File: src/sv/zcmbs_pkg.sv
// Shared types and constants for the zero-crossing bit slicer.
`default_nettype none
package zcmbs_pkg;

  // Datapath sizing
  localparam int SAMPLE_BITS = 16;
  localparam int MEAN_SHIFT  = 10;
  localparam int SUM_W       = 32;
  localparam int ACC_W       = 40;
  localparam int GAP_W       = 16;
  localparam int MEAN_W      = SUM_W - MEAN_SHIFT;  // integer mean, sample units
  localparam int DIFF_W      = MEAN_W + 1;          // sample - mean, no overflow

  // Configuration port
  localparam int CFG_IDX_W  = 8;
  localparam int CFG_DATA_W = 16;

  localparam logic [CFG_IDX_W-1:0] CFG_MIN_GAP  = CFG_IDX_W'(0);
  localparam logic [CFG_IDX_W-1:0] CFG_HALF_GAP = CFG_IDX_W'(1);

  localparam logic [GAP_W-1:0] MIN_GAP_RST  = GAP_W'(7);
  localparam logic [GAP_W-1:0] HALF_GAP_RST = GAP_W'(5);

  typedef logic signed [SAMPLE_BITS-1:0] sample_t;

  // Gap settings handed to the decision stage
  typedef struct packed {
    logic [GAP_W-1:0] min_gap;
    logic [GAP_W-1:0] half_gap;
  } cfg_t;

  // Mean stage result for one sample
  typedef struct packed {
    logic                     crossed;
    logic signed [DIFF_W-1:0] diff;
  } mean_res_t;

endpackage
`default_nettype wire

File: src/sv/zcmbs_in_if.sv
// Input sample channel.
`default_nettype none
interface zcmbs_in_if
  import zcmbs_pkg::*;
();
  logic    valid;
  logic    ready;
  sample_t sample;

  modport source (output valid, output sample, input ready);
  modport sink   (input valid, input sample, output ready);
endinterface
`default_nettype wire

File: src/sv/zcmbs_out_if.sv
// Decided bit channel.
`default_nettype none
interface zcmbs_out_if;
  logic valid;
  logic ready;
  logic bit_res;

  modport source (output valid, output bit_res, input ready);
  modport sink   (input valid, input bit_res, output ready);
endinterface
`default_nettype wire

File: src/sv/zcmbs_cfg_if.sv
// Configuration write channel.
`default_nettype none
interface zcmbs_cfg_if
  import zcmbs_pkg::*;
();
  logic                  valid;
  logic                  ready;
  logic [CFG_IDX_W-1:0]  index;
  logic [CFG_DATA_W-1:0] data;

  modport source (output valid, output index, output data, input ready);
  modport sink   (input valid, input index, input data, output ready);
endinterface
`default_nettype wire

File: src/sv/zcmbs_mean.sv
// Running mean tracker and mean-crossing detector (first pipeline stage).
`default_nettype none
module zcmbs_mean
  import zcmbs_pkg::*;
(
  input  wire logic      clk,
  input  wire logic      rst_n,
  input  wire logic      en,
  input  wire sample_t   sample,
  output mean_res_t      res
);

  logic signed [SUM_W-1:0]       mean_sum_r, mean_sum_nxt;
  sample_t                       prev_r;
  mean_res_t                     res_r, res_nxt;
  logic signed [SUM_W-1:0]       sum_shr;
  logic signed [SUM_W+1:0]       sum_wide;
  logic signed [MEAN_W-1:0]      mean;
  logic signed [DIFF_W-1:0]      xe, me, pe;

  // Leaky sum: sum - floor(sum / 2^MEAN_SHIFT) + sample, saturated to 32 bits
  always_comb begin
    sum_shr  = mean_sum_r >>> MEAN_SHIFT;
    sum_wide = (SUM_W+2)'(mean_sum_r) - (SUM_W+2)'(sum_shr) + (SUM_W+2)'(sample);
    if (sum_wide[SUM_W+1] != sum_wide[SUM_W] || sum_wide[SUM_W] != sum_wide[SUM_W-1]) begin
      mean_sum_nxt = sum_wide[SUM_W+1] ? {1'b1, {(SUM_W-1){1'b0}}}
                                       : {1'b0, {(SUM_W-1){1'b1}}};
    end else begin
      mean_sum_nxt = sum_wide[SUM_W-1:0];
    end
  end

  // Floor mean, crossing test and deviation from the mean
  always_comb begin
    mean = mean_sum_nxt[SUM_W-1:MEAN_SHIFT];
    xe   = DIFF_W'(sample);
    me   = DIFF_W'(mean);
    pe   = DIFF_W'(prev_r);
    res_nxt.crossed = (pe <= me && xe > me) || (pe >= me && xe < me);
    res_nxt.diff    = xe - me;
  end

  always_ff @(posedge clk) begin
    if (!rst_n) begin
      mean_sum_r <= '0;
      prev_r     <= '0;
    end else if (en) begin
      mean_sum_r <= mean_sum_nxt;
      prev_r     <= sample;
    end
  end

  // Stage result, payload only
  always_ff @(posedge clk) begin
    if (en) begin
      res_r <= res_nxt;
    end
  end

  assign res = res_r;

  // A crossing always means the sample is strictly off the mean
  a_cross_nonzero: assert property (@(posedge clk) disable iff (!rst_n)
    en |=> !(res_r.crossed && res_r.diff == '0))
    else $error("crossing flagged with zero deviation");

endmodule
`default_nettype wire

File: src/sv/zcmbs_decide.sv
// Crossing judgement, elapsed counter and half-wave accumulator (second stage).
`default_nettype none
module zcmbs_decide
  import zcmbs_pkg::*;
(
  input  wire logic      clk,
  input  wire logic      rst_n,
  input  wire logic      go,
  input  wire mean_res_t s1,
  input  wire cfg_t      cfg,
  output logic           produced,
  output logic           bit_res
);

  localparam logic [GAP_W-1:0] ELAPSED_MAX = '1;

  logic [GAP_W-1:0]        elapsed_r, elapsed_nxt, el_inc;
  logic signed [ACC_W-1:0] acc_r, acc_nxt, acc_base;
  logic signed [ACC_W:0]   acc_sum;
  logic                    reject;

  always_comb begin
    el_inc   = (elapsed_r != ELAPSED_MAX) ? elapsed_r + GAP_W'(1) : elapsed_r;
    reject   = s1.crossed && (el_inc < cfg.min_gap);
    produced = s1.crossed && !reject;
    // zero when the half-wave sum is positive
    bit_res  = !(!acc_r[ACC_W-1] && acc_r != '0);

    // Clear on any crossing, restart the count on an accepted one
    acc_base    = s1.crossed ? '0 : acc_r;
    elapsed_nxt = produced ? '0 : el_inc;

    // Saturating accumulate during the second half of the wave
    acc_sum = (ACC_W+1)'(acc_base) + (ACC_W+1)'($signed(s1.diff));
    acc_nxt = acc_base;
    if (!reject && elapsed_nxt > cfg.half_gap) begin
      if (acc_sum[ACC_W] != acc_sum[ACC_W-1]) begin
        acc_nxt = acc_sum[ACC_W] ? {1'b1, {(ACC_W-1){1'b0}}}
                                 : {1'b0, {(ACC_W-1){1'b1}}};
      end else begin
        acc_nxt = acc_sum[ACC_W-1:0];
      end
    end
  end

  always_ff @(posedge clk) begin
    if (!rst_n) begin
      elapsed_r <= '0;
      acc_r     <= '0;
    end else if (go) begin
      elapsed_r <= elapsed_nxt;
      acc_r     <= acc_nxt;
    end
  end

  a_clear_on_bit: assert property (@(posedge clk) disable iff (!rst_n)
    (go && produced) |=> (acc_r == '0 && elapsed_r == '0))
    else $error("state not restarted after a decided bit");

  a_count_up: assert property (@(posedge clk) disable iff (!rst_n)
    (go && !s1.crossed && elapsed_r != ELAPSED_MAX) |=>
      elapsed_r == $past(elapsed_r) + GAP_W'(1))
    else $error("elapsed count did not advance");

  a_reject_clears: assert property (@(posedge clk) disable iff (!rst_n)
    (go && reject) |=> (acc_r == '0))
    else $error("rejected crossing left the accumulator set");

endmodule
`default_nettype wire

File: src/sv/zero_crossing_msk_bit_slicer_top.sv
// Zero-crossing MSK bit slicer: top level with config registers and output register.
//
// Usage:
//   in_ch  : one signed 16-bit discriminator sample per word (valid/ready).
//   out_ch : one decided bit per accepted mean crossing (valid/ready);
//            samples that decide nothing produce no word.
//   cfg_ch : register writes, index 0 = min_gap, 1 = half_gap; always ready.
//            Write only while no sample is in flight.
// Throughput: one sample per cycle while out_ch is not stalled. Stage one updates
// the running mean and flags the crossing; stage two judges it, updates the
// accumulator and loads the output register; the bit is valid from that register.
// The serial dependency per cycle is the 32-bit mean sum update in stage one
// and the 40-bit accumulator update in stage two.
// Reset (rst_n low, synchronous) clears the mean, previous sample, elapsed
// count and accumulator, empties the pipeline and loads min_gap = 7 and
// half_gap = 5.
// Stall: while the output word waits, one more sample is still taken into
// stage one; further samples wait until out_ch.ready returns.
`default_nettype none
module zero_crossing_msk_bit_slicer_top
  import zcmbs_pkg::*;
(
  input  wire logic  clk,
  input  wire logic  rst_n,
  zcmbs_in_if.sink   in_ch,
  zcmbs_out_if.source out_ch,
  zcmbs_cfg_if.sink  cfg_ch
);

  cfg_t       cfg_r;
  logic       s1_v_r;
  logic       out_valid_r;
  logic       out_bit_r;
  logic       in_acc;
  logic       b_go;
  mean_res_t  s1_res;
  logic       produced;
  logic       bit_res;

  // Flow control: stage two moves when the output register is free or drains
  assign b_go         = s1_v_r && (!out_valid_r || out_ch.ready);
  assign in_ch.ready  = !s1_v_r || b_go;
  assign in_acc       = in_ch.valid && in_ch.ready;
  assign cfg_ch.ready = 1'b1;

  // Configuration registers
  always_ff @(posedge clk) begin
    if (!rst_n) begin
      cfg_r.min_gap  <= MIN_GAP_RST;
      cfg_r.half_gap <= HALF_GAP_RST;
    end else if (cfg_ch.valid) begin
      unique case (cfg_ch.index)
        CFG_MIN_GAP:  cfg_r.min_gap  <= GAP_W'(cfg_ch.data);
        CFG_HALF_GAP: cfg_r.half_gap <= GAP_W'(cfg_ch.data);
        default: ;
      endcase
    end
  end

  zcmbs_mean u_mean (
    .clk    (clk),
    .rst_n  (rst_n),
    .en     (in_acc),
    .sample (in_ch.sample),
    .res    (s1_res)
  );

  zcmbs_decide u_decide (
    .clk      (clk),
    .rst_n    (rst_n),
    .go       (b_go),
    .s1       (s1_res),
    .cfg      (cfg_r),
    .produced (produced),
    .bit_res  (bit_res)
  );

  // Pipeline and output word valid flags
  always_ff @(posedge clk) begin
    if (!rst_n) begin
      s1_v_r      <= 1'b0;
      out_valid_r <= 1'b0;
    end else begin
      if (in_acc) begin
        s1_v_r <= 1'b1;
      end else if (b_go) begin
        s1_v_r <= 1'b0;
      end
      if (b_go) begin
        out_valid_r <= produced;
      end else if (out_ch.ready) begin
        out_valid_r <= 1'b0;
      end
    end
  end

  // Output payload
  always_ff @(posedge clk) begin
    if (b_go && produced) begin
      out_bit_r <= bit_res;
    end
  end

  assign out_ch.valid   = out_valid_r;
  assign out_ch.bit_res = out_bit_r;

  a_stall_blocks_input: assert property (@(posedge clk) disable iff (!rst_n)
    (s1_v_r && out_valid_r && !out_ch.ready) |-> !in_ch.ready)
    else $error("input taken while both stages are full");

  a_out_from_stage: assert property (@(posedge clk) disable iff (!rst_n)
    $rose(out_valid_r) |-> $past(b_go))
    else $error("output word appeared without a stage advance");

endmodule
`default_nettype wire
File: src/flat_wrapper.sv
// flat-port wrapper written by rule: the top's interface ports become plain ports
module zero_crossing_msk_bit_slicer_top_flat import zcmbs_pkg::*;
  (clk, rst_n, in_ch_valid, in_ch_sample, in_ch_ready, out_ch_valid, out_ch_bit_res, out_ch_ready, cfg_ch_valid, cfg_ch_index, cfg_ch_data, cfg_ch_ready);
  zcmbs_in_if in_ch_i ();
  zcmbs_out_if out_ch_i ();
  zcmbs_cfg_if cfg_ch_i ();
  input  wire logic clk;
  input  wire logic rst_n;
  input wire logic [$bits(in_ch_i.valid)-1:0] in_ch_valid;
  input wire logic [$bits(in_ch_i.sample)-1:0] in_ch_sample;
  output wire logic [$bits(in_ch_i.ready)-1:0] in_ch_ready;
  output wire logic [$bits(out_ch_i.valid)-1:0] out_ch_valid;
  output wire logic [$bits(out_ch_i.bit_res)-1:0] out_ch_bit_res;
  input wire logic [$bits(out_ch_i.ready)-1:0] out_ch_ready;
  input wire logic [$bits(cfg_ch_i.valid)-1:0] cfg_ch_valid;
  input wire logic [$bits(cfg_ch_i.index)-1:0] cfg_ch_index;
  input wire logic [$bits(cfg_ch_i.data)-1:0] cfg_ch_data;
  output wire logic [$bits(cfg_ch_i.ready)-1:0] cfg_ch_ready;
  assign in_ch_i.valid = in_ch_valid;
  assign in_ch_i.sample = in_ch_sample;
  assign in_ch_ready = in_ch_i.ready;
  assign out_ch_valid = out_ch_i.valid;
  assign out_ch_bit_res = out_ch_i.bit_res;
  assign out_ch_i.ready = out_ch_ready;
  assign cfg_ch_i.valid = cfg_ch_valid;
  assign cfg_ch_i.index = cfg_ch_index;
  assign cfg_ch_i.data = cfg_ch_data;
  assign cfg_ch_ready = cfg_ch_i.ready;
  zero_crossing_msk_bit_slicer_top u_core (.clk(clk), .rst_n(rst_n), .in_ch(in_ch_i), .out_ch(out_ch_i), .cfg_ch(cfg_ch_i));
endmodule
File: config.mk
export PLATFORM = sky130hd
export DESIGN_NAME = zero_crossing_msk_bit_slicer_top_flat
export DESIGN_NICKNAME = d
export VERILOG_FILES = /design/src/sv/zcmbs_pkg.sv /design/src/sv/zcmbs_in_if.sv /design/src/sv/zcmbs_out_if.sv /design/src/sv/zcmbs_cfg_if.sv /design/src/sv/zcmbs_mean.sv /design/src/sv/zcmbs_decide.sv /design/src/sv/zero_crossing_msk_bit_slicer_top.sv /design/src/flat_wrapper.sv
export SDC_FILE = /design/constraint.sdc
export NUM_CORES = 1
export LEC_CHECK = 0
export ABC_AREA = 1
export BUFFER_PORTS_ARGS = -buffer_cell sky130_fd_sc_hd__buf_4
export CAP_MARGIN = 20
export CORE_MARGIN = 2
export CORE_UTILIZATION = 40
export CTS_BUF_LIST = sky130_fd_sc_hd__clkbuf_16
export CTS_CLUSTER_SIZE = 40
export DETAILED_ROUTE_END_ITERATION = 7
export GPL_ROUTABILITY_DRIVEN = 0
export GPL_TIMING_DRIVEN = 0
export PLACE_DENSITY = 0.52
export SLEW_MARGIN = 10
export SYNTH_ARGS = -nofsm -noshare
export SYNTH_HDL_FRONTEND = slang
export SYNTH_HIERARCHICAL = 1
export SYNTH_SLANG_ARGS = --single-unit
File: constraint.sdc
create_clock -name clk -period 7.4 [get_ports clk]
set_input_delay 1.48 -clock clk [delete_from_list [all_inputs] [get_ports clk]]
set_output_delay 1.48 -clock clk [all_outputs]
set_load 0.05 [all_outputs]
==> metrics.yaml <==
status: "complete, no violations"
grt_pass1_wl_um: 83670
cts.sinks: 163
cp_max_fo: 13
synth_edf_count: 25
drt-total-wl_um: 52520
dieWidth_um: 205.1
area_growth_pct: 9.908
drcViolationCount: 0
r2r_start: "u_core/u_mean/mean_sum_r[31]"
yosys_register_bits: 163
cts_tree: "yes"
initial_core_util: 0.4062
synth_area_mm2: 0.01618
hold_viol: 0
dp_slack_ns: -0.3127
worstPathRequired_ns: 7.60
drive_gt1_frac: 0.06557
relSlewSlack: 0.3512
antenna_found_initial: 0
fin_skew_ns: 0.01261
synth_ff_type: "dfxtp_1"
finalCritPeriodShare: 0.9362
seqCellArea_mm2: 0.003513
fmax_mhz: 144.3
hold_path_class: "reg2reg"
worst_hold_slack_ns: 0.4707
wl_per_cell_um: 16.76
yosysTopAreaCell: "dfxtp_1"
cts_resized: 0
synthArstFlopShare: 0
hp-start: "u_core/cfg_r[2]"
port_buffers: 47
reg2reg_depth: 26
cts_buffers: 17
cpPeakStageDelay_ns: 0.54
yosysTopAreaCellShare: 0.1708
yosys_warnings: 6
multi_input_area_mm2: 0.01063
ant_nets: 0
worstSetupPathType: "in2reg"
vias: 16160
cp-end-kind: "register"
ctsHoldBuffers: 0
root_buffer: "clkbuf_16"
hpwl_um: 43840
io_pins: 49
cap_viol_max_count: 0
crit_arrival_ns: 7.12
die_area_mm2: 0.04207
diodes: 0
grtUsageTotal: 0.2555
layout_commonest_cell: "nand2_1"
grt-ovfl-total: 0
firstDrtPassIters: 7
synthCells: 2528
crit_start: "in_ch_sample[15]"
fillers: 4373
grt_pass1_vias: 16070
start_kind: "input pin"
period_minus_slack_ns: 6.928
core.rowCount: 73
htree_levels: 4
tightestPinTransition_ns: 0.9721
clock_latency_ns: 0.46
synth_nets: 2758
grt_max_degree: 26
rsz0062_at_grt: "false"
critPathSlowestCell: "fa_1"
yosysUniqueCellTypes: 50
core_area_mm2: 0.03982
clk_pin_slew_worst_paths_ns: 0.07
synth_area_per_cell_um2: 6.399
finalSetupViolCount: 0
num-nets-final: 2825
slew_violations: 0
setup_slack_ns: 0.4722
post_cts_buffers: 0
hold_path_depth: 2
viasPerCell: 5.157
die_h_um: 205.1
drtIter0Drc: 1001
mostFrequentLayoutCells: "602 x nand2_1, 411 x inv_1, 299 x a21oi_1"
seq_area_frac_synth: 0.2172
synth.area.top_cells: "dfxtp_1 17%, nand2_1 14%, ha_1 12%"
cts.path.max_buffers: 2
final timing paths:
kind,end,slack (ns)
worst max register to register,u_core/u_mean/res[17],1.40
worst min-delay path,u_core/cfg_r[2],0.47
worst max-delay path,u_core/u_mean/res[17],0.47
worst min register to register,u_core/cfg_r[2],0.47
layout make-up:
class,count,share of cell area
flip-flops and latches,163,0.1976
multi-input cells,1866,0.5977
inverters,417,0.08804
repair buffers,48,0.02139
clock inverters,14,0.006474
clock buffers,18,0.02533
well taps,525,0.03695
plain buffers,82,0.02646
synth_stat cells (all sizes together), types with 2 or more instances:
master	n
a21oi	303
edfxtp	25
dfxtp	138
nor3	20
o21ai	140
xnor2	22
nand3	169
nor2	215
fa	33
nand3b	11
inv	417
a21boi	4
a211oi	2
a21o	9
and3	2
o21a	2
and2	2
nand2	626
nor4	11
xor2	56
o211ai	3
clkbuf	38
nand4	49
o21bai	19
or2	6
ha	152
a31oi	3
buf	44
layer usage:
metal  global-route usage  routed length, um  up-vias
li1                     -                  -     8306
met1               0.3032              22810     7495
met2               0.4732              26580      268
met3              0.02354               1449       89
met4              0.09687               1676        0
met5                    0                  0        -
cell families (layout without fill, tap and decap cells):
logic type      count (synthesis)  count (layout)  share of synthesized area
simple gates                 1112            1112                     0.2955
compound gates                490             490                     0.1606
buf+inv                       499             579                     0.1258
other cells                     1               1                  0.0002318
xor+xnor                       78              78                    0.04223
fa+ha+maj                     185             185                     0.1584
flops                         163             163                     0.2172
state kept, by name (all words and copies together) (netlist names):
signal                     count
u_core/out_ch.valid            1
u_core/u_mean/mean_sum_r      32
u_core/cfg_r                  32
u_core/s1_v_r                  1
u_core/u_mean/prev_r          16
u_core/u_decide/elapsed_r     16
u_core/u_mean/res             24
u_core/out_ch.bit_res          1
u_core/u_decide/acc_r         40
critical path: cells and delay by family:
kind	cells	cell delay, ns
xor gates and xnor gates	1	0.11
and+or+nand+nor	12	1.42
adders and majority gates	3	1.28
buffers and inverters	7	1.06
AOI/OAI and AO/OA	7	1.75
through the flow:
step	cells	util	TNS, ns	area (um2)
2_1_floorplan	2528	-	0	16180
3_3_place_gp	3100	0.4316	-0.2604	17190
3_5_place_dp	3100	0.4316	-0.9414	17190
4_1_cts	3132	0.4458	0	17750
5_1_grt	3133	0.4465	0	17780
6_report	3133	0.4465	0	17780
Power is left out: the tool's default activity adds up to more than one toggle a clock period on the data nets, which glitch-free logic cannot reach.
